==> src/design/lasm_pkg.sv <==
package lasm_pkg;

  localparam int unsigned SymbolW  = 8;
  localparam int unsigned RowW     = 12;
  localparam int unsigned ColW     = 6;
  localparam int unsigned ScoreW   = 15;
  localparam int unsigned IndexW   = 18;
  localparam int unsigned CfgIdxW  = 2;
  localparam int unsigned CfgDataW = 5;

  localparam int unsigned QueryLenDefault = 32;
  localparam int unsigned DbLenDefault    = 4096;

  localparam logic [ScoreW-1:0] ScoreMax = 15'h7FFF;

  typedef enum logic [CfgIdxW-1:0] {
    RegMatch,
    RegMismatch,
    RegGapNorth,
    RegGapWest
  } cfg_reg_e;

  typedef enum logic {
    ActQuery,
    ActDatabase
  } action_e;

  typedef enum logic {
    KindCell,
    KindBest
  } kind_e;

  typedef enum logic [1:0] {
    DirRestart,
    DirDiag,
    DirNorth,
    DirWest
  } dir_e;

  typedef struct packed {
    logic load;
    logic start;
    logic step;
    logic fin;
    logic last_row;
  } cmd_t;

  typedef struct packed {
    logic out_free;
    logic col_last;
    logic row_end;
  } status_t;

endpackage

==> src/design/lasm_if.sv <==
interface lasm_in_if;
  logic                         valid;
  logic                         ready;
  logic                         action;
  logic [lasm_pkg::SymbolW-1:0] symbol;
  logic                         last;

  modport source(output valid, action, symbol, last, input ready);
  modport sink(input valid, action, symbol, last, output ready);
endinterface

interface lasm_out_if;
  logic                        valid;
  logic                        ready;
  logic                        kind;
  logic [lasm_pkg::RowW-1:0]   row;
  logic [lasm_pkg::ColW-1:0]   column;
  logic [1:0]                  direction;
  logic [lasm_pkg::ScoreW-1:0] best_score;
  logic [lasm_pkg::IndexW-1:0] best_index;
  logic                        end_of_run;

  modport source(output valid, kind, row, column, direction, best_score, best_index,
                 end_of_run, input ready);
  modport sink(input valid, kind, row, column, direction, best_score, best_index,
               end_of_run, output ready);
endinterface

interface lasm_cfg_if;
  logic                          valid;
  logic                          ready;
  logic [lasm_pkg::CfgIdxW-1:0]  index;
  logic [lasm_pkg::CfgDataW-1:0] data;

  modport source(output valid, index, data, input ready);
  modport sink(input valid, index, data, output ready);
endinterface

==> src/design/lasm_ctrl.sv <==
module lasm_ctrl (
  input  logic               clk_i,
  input  logic               rst_ni,
  input  logic               in_valid_i,
  input  logic               in_action_i,
  input  logic               in_last_i,
  output logic               in_ready_o,
  input  lasm_pkg::status_t  status_i,
  output lasm_pkg::cmd_t     cmd_o
);

  typedef enum logic [1:0] {
    StIdle,
    StRow,
    StFinal
  } state_e;

  state_e state_q, state_d;
  logic   last_q, last_d;
  logic   accept;

  always_comb begin
    in_ready_o = (state_q == StIdle);
    accept     = in_valid_i && in_ready_o;

    cmd_o          = '0;
    cmd_o.load     = accept && (in_action_i == lasm_pkg::ActQuery);
    cmd_o.start    = accept && (in_action_i == lasm_pkg::ActDatabase);
    cmd_o.step     = (state_q == StRow) && status_i.out_free;
    cmd_o.fin      = (state_q == StFinal) && status_i.out_free;
    cmd_o.last_row = last_q;

    state_d = state_q;
    last_d  = last_q;
    case (state_q)
      StIdle: begin
        if (cmd_o.start) begin
          state_d = StRow;
          last_d  = in_last_i || status_i.row_end;
        end
      end
      StRow: begin
        if (cmd_o.step && status_i.col_last) begin
          state_d = last_q ? StFinal : StIdle;
        end
      end
      StFinal: begin
        if (cmd_o.fin) begin
          state_d = StIdle;
          last_d  = 1'b0;
        end
      end
      default: begin
        state_d = StIdle;
      end
    endcase
  end

  always_ff @(posedge clk_i or negedge rst_ni) begin
    if (!rst_ni) begin
      state_q <= StIdle;
      last_q  <= 1'b0;
    end else begin
      state_q <= state_d;
      last_q  <= last_d;
    end
  end

endmodule

==> src/design/lasm_dp.sv <==
module lasm_dp #(
  parameter int unsigned QUERY_LEN = lasm_pkg::QueryLenDefault,
  parameter int unsigned DB_LEN    = lasm_pkg::DbLenDefault
) (
  input  logic                         clk_i,
  input  logic                         rst_ni,
  input  lasm_pkg::cmd_t               cmd_i,
  output lasm_pkg::status_t            status_o,
  input  logic [lasm_pkg::SymbolW-1:0] symbol_i,
  lasm_cfg_if.sink                     cfg_i,
  lasm_out_if.source                   out_o
);

  localparam int unsigned IdxW    = $clog2(QUERY_LEN);
  localparam int unsigned CntW    = $clog2(QUERY_LEN + 1);
  localparam int unsigned RowW    = lasm_pkg::RowW;
  localparam int unsigned ColW    = lasm_pkg::ColW;
  localparam int unsigned ScoreW  = lasm_pkg::ScoreW;
  localparam int unsigned IndexW  = lasm_pkg::IndexW;
  localparam int unsigned SymbolW = lasm_pkg::SymbolW;
  localparam int unsigned SW      = ScoreW + 2;

  localparam logic [RowW-1:0] LastRow = RowW'(DB_LEN - 1);
  localparam logic [IdxW-1:0] ColLast = IdxW'(QUERY_LEN - 1);
  localparam logic [CntW-1:0] CntFull = CntW'(QUERY_LEN);

  logic        [3:0] match_q;
  logic signed [4:0] mismatch_q;
  logic signed [4:0] gap_n_q;
  logic signed [4:0] gap_w_q;

  logic [SymbolW-1:0] query_q [QUERY_LEN];
  logic [ScoreW-1:0]  prev_q  [QUERY_LEN];
  logic [ScoreW-1:0]  cbs_q   [QUERY_LEN];
  logic [RowW-1:0]    cbr_q   [QUERY_LEN];

  logic [SymbolW-1:0] symbol_q;
  logic [ScoreW-1:0]  nw_q;
  logic [ScoreW-1:0]  west_q;
  logic [RowW-1:0]    row_q;
  logic [CntW-1:0]    cnt_q;
  logic [IdxW-1:0]    col_q;
  logic [ScoreW-1:0]  best_q;
  logic [RowW-1:0]    brow_q;
  logic [IdxW-1:0]    bcol_q;

  logic                out_valid_q;
  logic                out_kind_q;
  logic [RowW-1:0]     out_row_q;
  logic [ColW-1:0]     out_col_q;
  logic [1:0]          out_dir_q;
  logic [ScoreW-1:0]   out_score_q;
  logic [IndexW-1:0]   out_index_q;
  logic                out_eor_q;

  logic signed [SW-1:0] diag;
  logic signed [SW-1:0] gn;
  logic signed [SW-1:0] gw;
  logic signed [SW-1:0] val;
  lasm_pkg::dir_e       dir;
  logic [ScoreW-1:0]    cell_score;
  logic                 take_cell;
  logic [ScoreW-1:0]    new_best;
  logic [RowW-1:0]      new_brow;
  logic                 run_take;
  logic [IndexW-1:0]    flat_index;

  always_comb begin
    diag = $signed({2'b00, nw_q}) + ((query_q[0] == symbol_q)
           ? $signed({{(SW - 4){1'b0}}, match_q}) : SW'(mismatch_q));
    gn   = $signed({2'b00, prev_q[0]}) + SW'(gap_n_q);
    gw   = $signed({2'b00, west_q}) + SW'(gap_w_q);

    if (gn >= gw) begin
      val = gn;
      dir = lasm_pkg::DirNorth;
    end else begin
      val = gw;
      dir = lasm_pkg::DirWest;
    end
    if (diag >= val) begin
      val = diag;
      dir = lasm_pkg::DirDiag;
    end
    if (val <= 0) begin
      val = '0;
      dir = lasm_pkg::DirRestart;
    end
    if (val > $signed({2'b00, lasm_pkg::ScoreMax})) begin
      cell_score = lasm_pkg::ScoreMax;
    end else begin
      cell_score = val[ScoreW-1:0];
    end

    take_cell = (cell_score >= cbs_q[0]);
    new_best  = take_cell ? cell_score : cbs_q[0];
    new_brow  = take_cell ? row_q : cbr_q[0];
    run_take  = (new_best >= best_q);

    flat_index = IndexW'(brow_q) * IndexW'(QUERY_LEN) + IndexW'(bcol_q);

    status_o.out_free = !out_valid_q || out_o.ready;
    status_o.col_last = (col_q == ColLast);
    status_o.row_end  = (row_q >= LastRow);
  end

  assign cfg_i.ready = 1'b1;

  always_ff @(posedge clk_i or negedge rst_ni) begin
    if (!rst_ni) begin
      match_q    <= 4'd2;
      mismatch_q <= -5'sd1;
      gap_n_q    <= -5'sd1;
      gap_w_q    <= -5'sd1;
    end else if (cfg_i.valid) begin
      case (lasm_pkg::cfg_reg_e'(cfg_i.index))
        lasm_pkg::RegMatch:    match_q    <= cfg_i.data[3:0];
        lasm_pkg::RegMismatch: mismatch_q <= $signed(cfg_i.data);
        lasm_pkg::RegGapNorth: gap_n_q    <= $signed(cfg_i.data);
        lasm_pkg::RegGapWest:  gap_w_q    <= $signed(cfg_i.data);
        default: begin
        end
      endcase
    end
  end

  // The query line rotates once per column, so a full row returns it to load order.
  always_ff @(posedge clk_i) begin
    if (cmd_i.load && (cnt_q < CntFull)) begin
      query_q[cnt_q[IdxW-1:0]] <= symbol_i;
    end else if (cmd_i.step) begin
      for (int i = 0; i < QUERY_LEN - 1; i++) begin
        query_q[i] <= query_q[i+1];
      end
      query_q[QUERY_LEN-1] <= query_q[0];
    end
  end

  always_ff @(posedge clk_i or negedge rst_ni) begin
    if (!rst_ni) begin
      for (int i = 0; i < QUERY_LEN; i++) begin
        prev_q[i] <= '0;
        cbs_q[i]  <= '0;
        cbr_q[i]  <= '0;
      end
    end else if (cmd_i.fin) begin
      for (int i = 0; i < QUERY_LEN; i++) begin
        prev_q[i] <= '0;
        cbs_q[i]  <= '0;
        cbr_q[i]  <= '0;
      end
    end else if (cmd_i.step) begin
      for (int i = 0; i < QUERY_LEN - 1; i++) begin
        prev_q[i] <= prev_q[i+1];
        cbs_q[i]  <= cbs_q[i+1];
        cbr_q[i]  <= cbr_q[i+1];
      end
      prev_q[QUERY_LEN-1] <= cell_score;
      cbs_q[QUERY_LEN-1]  <= new_best;
      cbr_q[QUERY_LEN-1]  <= new_brow;
    end
  end

  always_ff @(posedge clk_i or negedge rst_ni) begin
    if (!rst_ni) begin
      row_q       <= '0;
      cnt_q       <= '0;
      col_q       <= '0;
      out_valid_q <= 1'b0;
    end else begin
      if (cmd_i.fin) begin
        row_q <= '0;
        cnt_q <= '0;
      end else begin
        if (cmd_i.load && (cnt_q < CntFull)) begin
          cnt_q <= cnt_q + 1'b1;
        end
        if (cmd_i.step && status_o.col_last) begin
          row_q <= row_q + 1'b1;
        end
      end

      if (cmd_i.start) begin
        col_q <= '0;
      end else if (cmd_i.step) begin
        col_q <= status_o.col_last ? '0 : col_q + 1'b1;
      end

      if (cmd_i.step || cmd_i.fin) begin
        out_valid_q <= 1'b1;
      end else if (out_o.ready) begin
        out_valid_q <= 1'b0;
      end
    end
  end

  always_ff @(posedge clk_i) begin
    if (cmd_i.start) begin
      symbol_q <= symbol_i;
      nw_q     <= '0;
      west_q   <= '0;
      best_q   <= '0;
      brow_q   <= '0;
      bcol_q   <= '0;
    end else if (cmd_i.step) begin
      nw_q   <= prev_q[0];
      west_q <= cell_score;
      if (run_take) begin
        best_q <= new_best;
        brow_q <= new_brow;
        bcol_q <= col_q;
      end
    end

    if (cmd_i.step) begin
      out_kind_q  <= lasm_pkg::KindCell;
      out_row_q   <= row_q;
      out_col_q   <= ColW'(col_q);
      out_dir_q   <= dir;
      out_score_q <= '0;
      out_index_q <= '0;
      out_eor_q   <= status_o.col_last && !cmd_i.last_row;
    end else if (cmd_i.fin) begin
      out_kind_q  <= lasm_pkg::KindBest;
      out_row_q   <= brow_q;
      out_col_q   <= ColW'(bcol_q);
      out_dir_q   <= lasm_pkg::DirRestart;
      out_score_q <= best_q;
      out_index_q <= flat_index;
      out_eor_q   <= 1'b1;
    end
  end

  assign out_o.valid      = out_valid_q;
  assign out_o.kind       = out_kind_q;
  assign out_o.row        = out_row_q;
  assign out_o.column     = out_col_q;
  assign out_o.direction  = out_dir_q;
  assign out_o.best_score = out_score_q;
  assign out_o.best_index = out_index_q;
  assign out_o.end_of_run = out_eor_q;

`ifndef NO_ASSERTIONS
  a_step_needs_free_slot : assert property (@(posedge clk_i) disable iff (!rst_ni)
    (cmd_i.step || cmd_i.fin) |-> status_o.out_free)
    else $error("A result was produced while the output register was still occupied.");

  a_fin_clears_run : assert property (@(posedge clk_i) disable iff (!rst_ni)
    cmd_i.fin |=> (row_q == '0) && (cnt_q == '0))
    else $error("The run state was not cleared after the best-location result.");

  a_col_wraps : assert property (@(posedge clk_i) disable iff (!rst_ni)
    (cmd_i.step && status_o.col_last) |=> (col_q == '0))
    else $error("The column counter did not wrap after the last query column.");
`endif

endmodule

==> src/design/local_alignment_score_matrix_core.sv <==
// Smith-Waterman local alignment scorer with a linear gap score. Query characters are loaded
// first, one request each. Each database character then computes one row of
// the score matrix on a single shared cell unit, one query column per cycle while the output
// register is free, and delivers one direction result per column. On the final database
// character the block then delivers the best score and its location, and the run state is
// cleared as that result is registered. A new request is taken only when the current row is
// finished, and the configuration port is always ready.
module local_alignment_score_matrix_core #(
  parameter int unsigned QUERY_LEN = lasm_pkg::QueryLenDefault,
  parameter int unsigned DB_LEN    = lasm_pkg::DbLenDefault
) (
  input  logic       clk_i,
  input  logic       rst_ni,
  lasm_in_if.sink    in_i,
  lasm_out_if.source out_o,
  lasm_cfg_if.sink   cfg_i
);

  lasm_pkg::cmd_t    cmd;
  lasm_pkg::status_t status;

  lasm_ctrl u_ctrl (
    .clk_i      (clk_i),
    .rst_ni     (rst_ni),
    .in_valid_i (in_i.valid),
    .in_action_i(in_i.action),
    .in_last_i  (in_i.last),
    .in_ready_o (in_i.ready),
    .status_i   (status),
    .cmd_o      (cmd)
  );

  lasm_dp #(
    .QUERY_LEN(QUERY_LEN),
    .DB_LEN   (DB_LEN)
  ) u_dp (
    .clk_i   (clk_i),
    .rst_ni  (rst_ni),
    .cmd_i   (cmd),
    .status_o(status),
    .symbol_i(in_i.symbol),
    .cfg_i   (cfg_i),
    .out_o   (out_o)
  );

endmodule
==> src/flat_wrapper.sv <==
// flat-port wrapper written by rule: the top's interface ports become plain ports
module local_alignment_score_matrix_core_flat 
#(
  parameter int unsigned QUERY_LEN = lasm_pkg::QueryLenDefault,
  parameter int unsigned DB_LEN    = lasm_pkg::DbLenDefault
)
  (clk_i, rst_ni, in_i_valid, in_i_action, in_i_symbol, in_i_last, in_i_ready, out_o_valid, out_o_kind, out_o_row, out_o_column, out_o_direction, out_o_best_score, out_o_best_index, out_o_end_of_run, out_o_ready, cfg_i_valid, cfg_i_index, cfg_i_data, cfg_i_ready);
  lasm_in_if in_i_i ();
  lasm_out_if out_o_i ();
  lasm_cfg_if cfg_i_i ();
  input  logic clk_i;
  input  logic rst_ni;
  input wire logic [$bits(in_i_i.valid)-1:0] in_i_valid;
  input wire logic [$bits(in_i_i.action)-1:0] in_i_action;
  input wire logic [$bits(in_i_i.symbol)-1:0] in_i_symbol;
  input wire logic [$bits(in_i_i.last)-1:0] in_i_last;
  output wire logic [$bits(in_i_i.ready)-1:0] in_i_ready;
  output wire logic [$bits(out_o_i.valid)-1:0] out_o_valid;
  output wire logic [$bits(out_o_i.kind)-1:0] out_o_kind;
  output wire logic [$bits(out_o_i.row)-1:0] out_o_row;
  output wire logic [$bits(out_o_i.column)-1:0] out_o_column;
  output wire logic [$bits(out_o_i.direction)-1:0] out_o_direction;
  output wire logic [$bits(out_o_i.best_score)-1:0] out_o_best_score;
  output wire logic [$bits(out_o_i.best_index)-1:0] out_o_best_index;
  output wire logic [$bits(out_o_i.end_of_run)-1:0] out_o_end_of_run;
  input wire logic [$bits(out_o_i.ready)-1:0] out_o_ready;
  input wire logic [$bits(cfg_i_i.valid)-1:0] cfg_i_valid;
  input wire logic [$bits(cfg_i_i.index)-1:0] cfg_i_index;
  input wire logic [$bits(cfg_i_i.data)-1:0] cfg_i_data;
  output wire logic [$bits(cfg_i_i.ready)-1:0] cfg_i_ready;
  assign in_i_i.valid = in_i_valid;
  assign in_i_i.action = in_i_action;
  assign in_i_i.symbol = in_i_symbol;
  assign in_i_i.last = in_i_last;
  assign in_i_ready = in_i_i.ready;
  assign out_o_valid = out_o_i.valid;
  assign out_o_kind = out_o_i.kind;
  assign out_o_row = out_o_i.row;
  assign out_o_column = out_o_i.column;
  assign out_o_direction = out_o_i.direction;
  assign out_o_best_score = out_o_i.best_score;
  assign out_o_best_index = out_o_i.best_index;
  assign out_o_end_of_run = out_o_i.end_of_run;
  assign out_o_i.ready = out_o_ready;
  assign cfg_i_i.valid = cfg_i_valid;
  assign cfg_i_i.index = cfg_i_index;
  assign cfg_i_i.data = cfg_i_data;
  assign cfg_i_ready = cfg_i_i.ready;
  local_alignment_score_matrix_core #(.QUERY_LEN(QUERY_LEN), .DB_LEN(DB_LEN)) u_core (.clk_i(clk_i), .rst_ni(rst_ni), .in_i(in_i_i), .out_o(out_o_i), .cfg_i(cfg_i_i));
endmodule
==> config.mk <==
export PLATFORM = sky130hd
export DESIGN_NAME = local_alignment_score_matrix_core_flat
export DESIGN_NICKNAME = d
export VERILOG_FILES = /design/src/design/lasm_pkg.sv /design/src/design/lasm_if.sv /design/src/design/lasm_ctrl.sv /design/src/design/lasm_dp.sv /design/src/design/local_alignment_score_matrix_core.sv /design/src/flat_wrapper.sv
export SDC_FILE = /design/constraint.sdc
export NUM_CORES = 2
export LEC_CHECK = 0
export ABC_AREA = 1
export BUFFER_PORTS_ARGS = -buffer_cell sky130_fd_sc_hd__buf_2
export CAP_MARGIN = 0
export CORE_MARGIN = 10
export CORE_UTILIZATION = 51
export DETAILED_ROUTE_END_ITERATION = 7
export PLACE_DENSITY_LB_ADDON = 0.15
export SLEW_MARGIN = 40
export SYNTH_ARGS = -nofsm -noshare
export SYNTH_HDL_FRONTEND = slang
export SYNTH_SLANG_ARGS = --single-unit
==> constraint.sdc <==
create_clock -name clk_i -period 10.27 [get_ports clk_i]
set_clock_uncertainty 0.1 [all_clocks]
set_input_delay 1.027 -clock clk_i [delete_from_list [all_inputs] [get_ports clk_i]]
set_output_delay 1.027 -clock clk_i [all_outputs]
set_load 0.05 [all_outputs]
### Word level (Yosys, flattened, before mapping)

Memories as Yosys holds them, arrays and structs flattened.
Index checks and enable logic that the tools add are counted.

* add/sub/neg operators: 7
* magnitude comparators: 8
* eq/ne operators: 10
* multiplexer cells: 48
* bitwise operators: 1
* reductions and logical operators: 29

Operators by type and width (number)
* 480-bit 2-to-1 mux: 4
* 384-bit 2-to-1 mux: 2
* 17-bit 2-to-1 mux: 4
* 12-bit 2-to-1 mux: 5
* 16-bit by 5-bit adder with 17-bit output: 2
* 17-bit greater-or-equal comparator: 2
* 15-bit greater-or-equal comparator: 2
* 15-bit 2-to-1 mux: 2
* 5-bit 2-to-1 mux: 6
* 17-bit by 5-bit adder with 18-bit output: 1
* 16-bit by 17-bit adder with 17-bit output: 1
* 17-bit by 16-bit > comparator with 1-bit output (second input constant): 1
* 17-bit by 1-bit less-or-equal comparator with 1-bit output (second input constant): 1
* 2-bit 2-to-1 mux: 7
* 1-bit 2-to-1 mux: 13
* 12-bit by 1-bit adder with 12-bit output (second input constant): 1
* 12-bit greater-or-equal comparator (second input constant): 1
* 6-bit 2-to-1 mux: 2
* 2-bit nonzero test: 6
* 2-bit AND reduction: 5
* 8-bit == test: 1
* 1-bit logical AND: 8
* 8-bit 2-to-1 mux: 1
* 8-bit OR reduction: 1
* 15 further kinds: 24

* flip-flop bits (word level): 1514
* memory bits (writable): 256
* input port bits: 22
* output and inout port bits: 58
* logic and storage cells: 223
* memories kept: 1

Memories
* u_core.u_dp.query_q: words 32, width 8, rd ports 32, clocked after Yosys merged registers in 0, wr ports 32, RTL line lasm_dp.sv:32 `logic [SymbolW-1:0] query_q [QUERY_LEN];`

### Depth between registers and ports, before layout

An unclocked memory read counts as a cell.

* depth after elaboration: 14
* mapped depth: 73
* gate-level depth less buffers: 68

### Modules after synthesis

Synthesis repeated with hierarchy kept, for this count alone.

* cells, all modules: 6848
* area, all modules: 70497.6 um^2

Modules (own cells, without submodules)
* lasm_dp: instances 1, cells an instance 6819, area each 70291.2 um^2, sequential area each 45158.3 um^2
* lasm_ctrl: instances 1, cells an instance 29, area each 206.4 um^2, sequential area each 75.1 um^2

### Worst setup path after synthesis

Ideal clock, no wire load.

* path kind: reg2reg
* from: reg u_core.u_dp.gap_n_q[0]
* to: reg u_core.u_dp.best_q[0]
* setup time: 0.109 ns
* arrival: 9.289 ns
* required time: 10.061 ns
* slack: 0.771 ns
* cell stages (with the launch flop): 68
* path buffers: 6
* clock period less this slack: 9.499 ns
* path through: dfstp_2 -> ha_1 -> inv_1 -> fa_1 -> inv_1 -> nand2_1 -> o21ai_2 -> nand2_1 -> nand3_2 -> a21oi_1 -> o21ai_0 -> a21oi_1 -> xnor2_1 -> ha_1 -> nand2_1 -> nor2_1 -> a211oi_1 -> nand2_2 -> [32 not listed] -> inv_1 -> clkbuf_1 -> nand2_1 -> nand2_1 -> ha_1 -> a21oi_1 -> o21ai_0 -> a21oi_1 -> o21ai_0 -> a21oi_1 -> o221ai_1 -> nand2_1 -> inv_1 -> clkbuf_1 -> nor2_1 -> nor2_1 -> nand2_1 -> inv_1

* word-level cells in the longest chain between the ends: 13

Ends and longest elaborated chain
* start, declared: RTL line lasm_dp.sv:29 `logic signed [4:0] gap_n_q;`
* start signal, assigned: RTL line lasm_dp.sv:113 `gap_n_q <= -5'sd1;`
* start signal, assigned: RTL line lasm_dp.sv:119 `lasm_pkg::RegGapNorth: gap_n_q <= $signed(cfg_i.data);`
* 16-bit by 5-bit adder with 17-bit output *: RTL line lasm_dp.sv:71 `gn = $signed({2'b00, prev_q[0]}) + SW'(gap_n_q);`
* 17-bit greater-or-equal comparator: RTL line lasm_dp.sv:74 `if (gn >= gw) begin`
* 17-bit 2-to-1 mux *: RTL line lasm_dp.sv:74
* 17-bit greater-or-equal comparator: RTL line lasm_dp.sv:81 `if (diag >= val) begin`
* 17-bit 2-to-1 mux *: RTL line lasm_dp.sv:81
* 17-bit by 1-bit less-or-equal comparator with 1-bit output: RTL line lasm_dp.sv:85 `if (val <= 0) begin`
* 17-bit 2-to-1 mux *: RTL line lasm_dp.sv:85
* 17-bit by 16-bit > comparator with 1-bit output: RTL line lasm_dp.sv:89 `if (val > $signed({2'b00, lasm_pkg::ScoreMax})) begin`
* 15-bit 2-to-1 mux *: RTL line lasm_dp.sv:89
* net u_core.u_dp.cell_score[2]: RTL line lasm_dp.sv:61 `logic [ScoreW-1:0] cell_score;`
* 15-bit greater-or-equal comparator: RTL line lasm_dp.sv:95 `take_cell = (cell_score >= cbs_q[0]);`
* 15-bit 2-to-1 mux *: RTL line lasm_dp.sv:96 `new_best = take_cell ? cell_score : cbs_q[0];`
* net u_core.u_dp.new_best[2]: RTL line lasm_dp.sv:63 `logic [ScoreW-1:0] new_best;`
* 15-bit greater-or-equal comparator *: RTL line lasm_dp.sv:98 `run_take = (new_best >= best_q);`
* 2-bit AND reduction (no source line) *
* end signal, assigned: RTL line lasm_dp.sv:209 `best_q <= new_best;`
* end, declared: RTL line lasm_dp.sv:43 `logic [ScoreW-1:0] best_q;`

The timed path passes the listed nets; every way through them passes the cells marked *.
A chain may end at the register's enable or synchronous reset.

### Worst setup path after layout

* from: reg u_core.u_dp.gap_w_q[4]
* to: reg u_core.u_dp.bcol_q[0]

* word-level cells in the longest chain between the ends: 13

Ends and longest elaborated chain
* start, declared: RTL line lasm_dp.sv:30 `logic signed [4:0] gap_w_q;`
* start signal, assigned: RTL line lasm_dp.sv:114 `gap_w_q <= -5'sd1;`
* start signal, assigned: RTL line lasm_dp.sv:120 `lasm_pkg::RegGapWest: gap_w_q <= $signed(cfg_i.data);`
* 16-bit by 5-bit adder with 17-bit output *: RTL line lasm_dp.sv:72 `gw = $signed({2'b00, west_q}) + SW'(gap_w_q);`
* 17-bit greater-or-equal comparator: RTL line lasm_dp.sv:74
* 17-bit 2-to-1 mux *: RTL line lasm_dp.sv:74
* 17-bit greater-or-equal comparator: RTL line lasm_dp.sv:81
* 17-bit 2-to-1 mux *: RTL line lasm_dp.sv:81
* 17-bit by 1-bit less-or-equal comparator with 1-bit output: RTL line lasm_dp.sv:85
* 17-bit 2-to-1 mux *: RTL line lasm_dp.sv:85
* 17-bit by 16-bit > comparator with 1-bit output: RTL line lasm_dp.sv:89
* 15-bit 2-to-1 mux *: RTL line lasm_dp.sv:89
* net u_core.u_dp.cell_score[2]: RTL line lasm_dp.sv:61
* 15-bit greater-or-equal comparator: RTL line lasm_dp.sv:95
* 15-bit 2-to-1 mux *: RTL line lasm_dp.sv:96
* net u_core.u_dp.new_best[2]: RTL line lasm_dp.sv:63
* 15-bit greater-or-equal comparator *: RTL line lasm_dp.sv:98
* 2-bit AND reduction (no source line) *
* end signal, assigned: RTL line lasm_dp.sv:211 `bcol_q <= col_q;`
* end, declared: RTL line lasm_dp.sv:45 `logic [IdxW-1:0] bcol_q;`

Marked as above.

==> summary.txt <==
outcome: finished, final reports clean
Setup WS pre-CTS: 389 ps
Setup Viol. Count Final: 0
first-pass GRT wire length: 241000 um
Root Buffer: clkbuf_16
htree depth: 4
Nets: 6936
remaining global-route overflow: 0
initial drt markers: 3421
DRC violations left: 0
Setup crit start: u_core.u_dp.gap_w_q[4]
initial antenna violation count: 5
Pins Over Slew Limit: 0
antenna-violating nets left: 0
Least-Margin Pin Slew: 831 ps
Synth top area share: 49.2%
Crit-path slowest cell: dfstp_2
part of the cycle the worst path needs: 92.1%
worst hold slack: 360 ps
most frequent cell after synthesis: inv_1
Final Critical Period: 9460 ps
synthesized area per cell: 10.3 um2
DP Wirelength: 90100 um
height of the die: 390 um
TritonRoute pass-1 iters: 7
total clock sinks: 1769
largest net degree at the start of global routing: 203
Num CTS Buffers: 180
Vias/cell: 5.28
Die Span X: 390 um
core area: 136000 um2
critical path peak fanout: 18
vias post-DR: 46039
endpoint type of the worst setup path: flip-flop
clk_lat worst skew: 790 ps
Initial Utilization: 51.4%
routed wire length per instance: 16.8 um
post-placement cell area: 72500 um2
async set-reset flop share out of synthesis: 78.6%
final worst slack: 811 ps
I/O pin cnt: 80
Synth Cell Area: 69800 um2
Buffers on Ports: 76
Arrival @ worst endpoint: 10050 ps
layout cells sized above 1: 9.18%
Hold Path Class: input pin to flip-flop
ant diodes: 0
register area share after synthesis: 64.8%
total track usage: 19.1%
HP Start: in_i_symbol[1]
max_cap viols: 0
Post-synth top cells: inv_1, dfrtp_1, o22ai_1
Area Overhead vs Synth: 12.7%
Synth area leader: dfrtp_1
Post-synth EDFFs: 284
Worst setup SP type: flip-flop
Syn. warnings: 0
final instance area: 78700 um2
fmax: 0.106 GHz
vias in the first global route: 45675
Primary FF master, synth: dfrtp_1
num rows: 135
Final Wtd Congestion: 0.848
Slew Limit Headroom: 44.6%
CTS max path bufs: 3
full die area: 152000 um2
CP max stage delay: 610 ps
Synth area leaders: dfrtp_1, edfxtp_1, o22ai_1
R2R Path Start: u_core.u_dp.gap_w_q[4]
most frequent CP cell: nand2_1
Worst-path clk slew: 60 ps
CTS tree: done
Final Util: 57.9%
final hold vios: 0
Synth cell types: 60
Post-Synthesis Cells: 6771
final WL: 147000 um
FF+latch count, synth: 1769
fill count: 11632
Req. time, crit path: 10860 ps
critical path class: flip-flop to flip-flop
[path summary, 6_finish.rpt]
| check | to | slack (ps) | cells past startpoint |
|---|---|---|---|
| setup / recovery | u_core.u_dp.bcol_q[0] | 810 | 62 |
| hold / removal | u_core.u_dp.symbol_q[1] | 360 | 1 |
| setup reg to reg | u_core.u_dp.bcol_q[0] | 810 | 62 |
| hold reg to reg | u_core.u_dp.west_q[3] | 360 | 2 |
| max in group asynchronous | u_core.u_dp.prev_q[153] | 6940 | 6 |
| min in group asynchronous | u_core.u_dp.cbr_q[215] | 680 | 2 |
[cells in the final DEF, fill, tap and decap left out, drive strengths merged, types with 14 or more instances in the layout]
cell | netlist | final
inv | 1503 | 1511
dfrtp | 1374 | 1374
o22ai | 1290 | 1290
nand2 | 1002 | 1002
edfxtp | 284 | 284
clkbuf | 378 | 268
buf | 28 | 243
o21ai | 180 | 180
a21oi | 144 | 144
ha | 117 | 117
dfxtp | 95 | 95
nor2 | 90 | 90
nand3 | 88 | 88
clkinv | 2 | 36
xor2 | 27 | 27
o31ai | 22 | 22
nor3 | 19 | 19
nand4 | 18 | 18
dfstp | 16 | 16
o2111ai | 14 | 14
[through the flow]
step | setup TNS (ps) | cells
2_1_floorplan | 0 | 6772
3_3_place_gp | 0 | 8374
3_5_place_dp | 0 | 8380
4_1_cts | 0 | 8700
5_1_grt | -1510 | 8712
6_report | 0 | 8712
[sequential cells by signal (all words and copies together), names as in the netlist, 5 cells and up]
name                          cells
u_core.u_dp.col_q                 5
u_core.u_dp.nw_q                 15
u_core.u_dp.mismatch_q            5
u_core.u_dp.brow_q               12
u_core.u_dp.gap_n_q               5
u_core.u_dp.gap_w_q               5
u_core.u_dp.cbr_q               384
u_core.u_dp.bcol_q                5
u_core.u_dp.row_q                12
u_core.u_dp.query_q             256
u_core.u_dp.west_q               15
u_core.u_dp.out_o.column          5
u_core.u_dp.out_o.best_score     15
u_core.u_dp.out_o.best_index     17
u_core.u_dp.best_q               15
u_core.u_dp.symbol_q              8
u_core.u_dp.out_o.row            12
u_core.u_dp.cnt_q                 6
u_core.u_dp.prev_q              480
u_core.u_dp.cbs_q               480
[final cells by class]
class,instances,area (um2),area share [%]
multi-input cells,3092,17600,22.4
flip-flops and latches,1769,45200,57.5
repair buffers,246,2120,2.70
clock buffers,266,5220,6.64
inverters,1505,5680,7.22
well taps,1781,2230,2.83
clock inverters,53,578,0.735
[cells by family after synthesis]
| logic type | after synthesis | synth area share [%] |
|---|---|---|
| compound gates | 1691 | 14.9 |
| fa+ha+maj | 120 | 2.18 |
| simple gates | 1235 | 7.22 |
| xor+xnor | 40 | 0.502 |
| other cells | 2 | 0.0108 |
| mux | 3 | 0.0484 |
| buf+inv | 1911 | 10.4 |
| flops | 1769 | 64.8 |
[critical path, delay by kind of cell (launching register included)]
kind / cells / cell delay (ps)
fa+ha+maj: 5 / 1480
compound gates: 20 / 3030
xor+xnor: 1 / 170
simple gates: 27 / 2560
flops: 1 / 610
buf+inv: 9 / 1390
[routing by layer]
layer  vias up  routed length (um)  GRT usage (%)  share of wire [%]
met5         -                   7              0             0.0048
met4         2                3560           5.58                2.4
met3       226                6200           3.39                4.2
met2       721               65500           28.6                 45
met1     22620               71500           28.3                 49
li1      22470                   -              -                  -
[what timing repair did]
action                                 4_1_cts  5_1_grt
setup endpoints to repair                    0       32
hold buffers                                 1        0
resized for setup                            0       35
endpoints found under the hold margin       16        0
setup buffers                                0        7
Power is left out: the tool's default activity adds up to more than one toggle a clock period on the data nets, which glitch-free logic cannot reach.
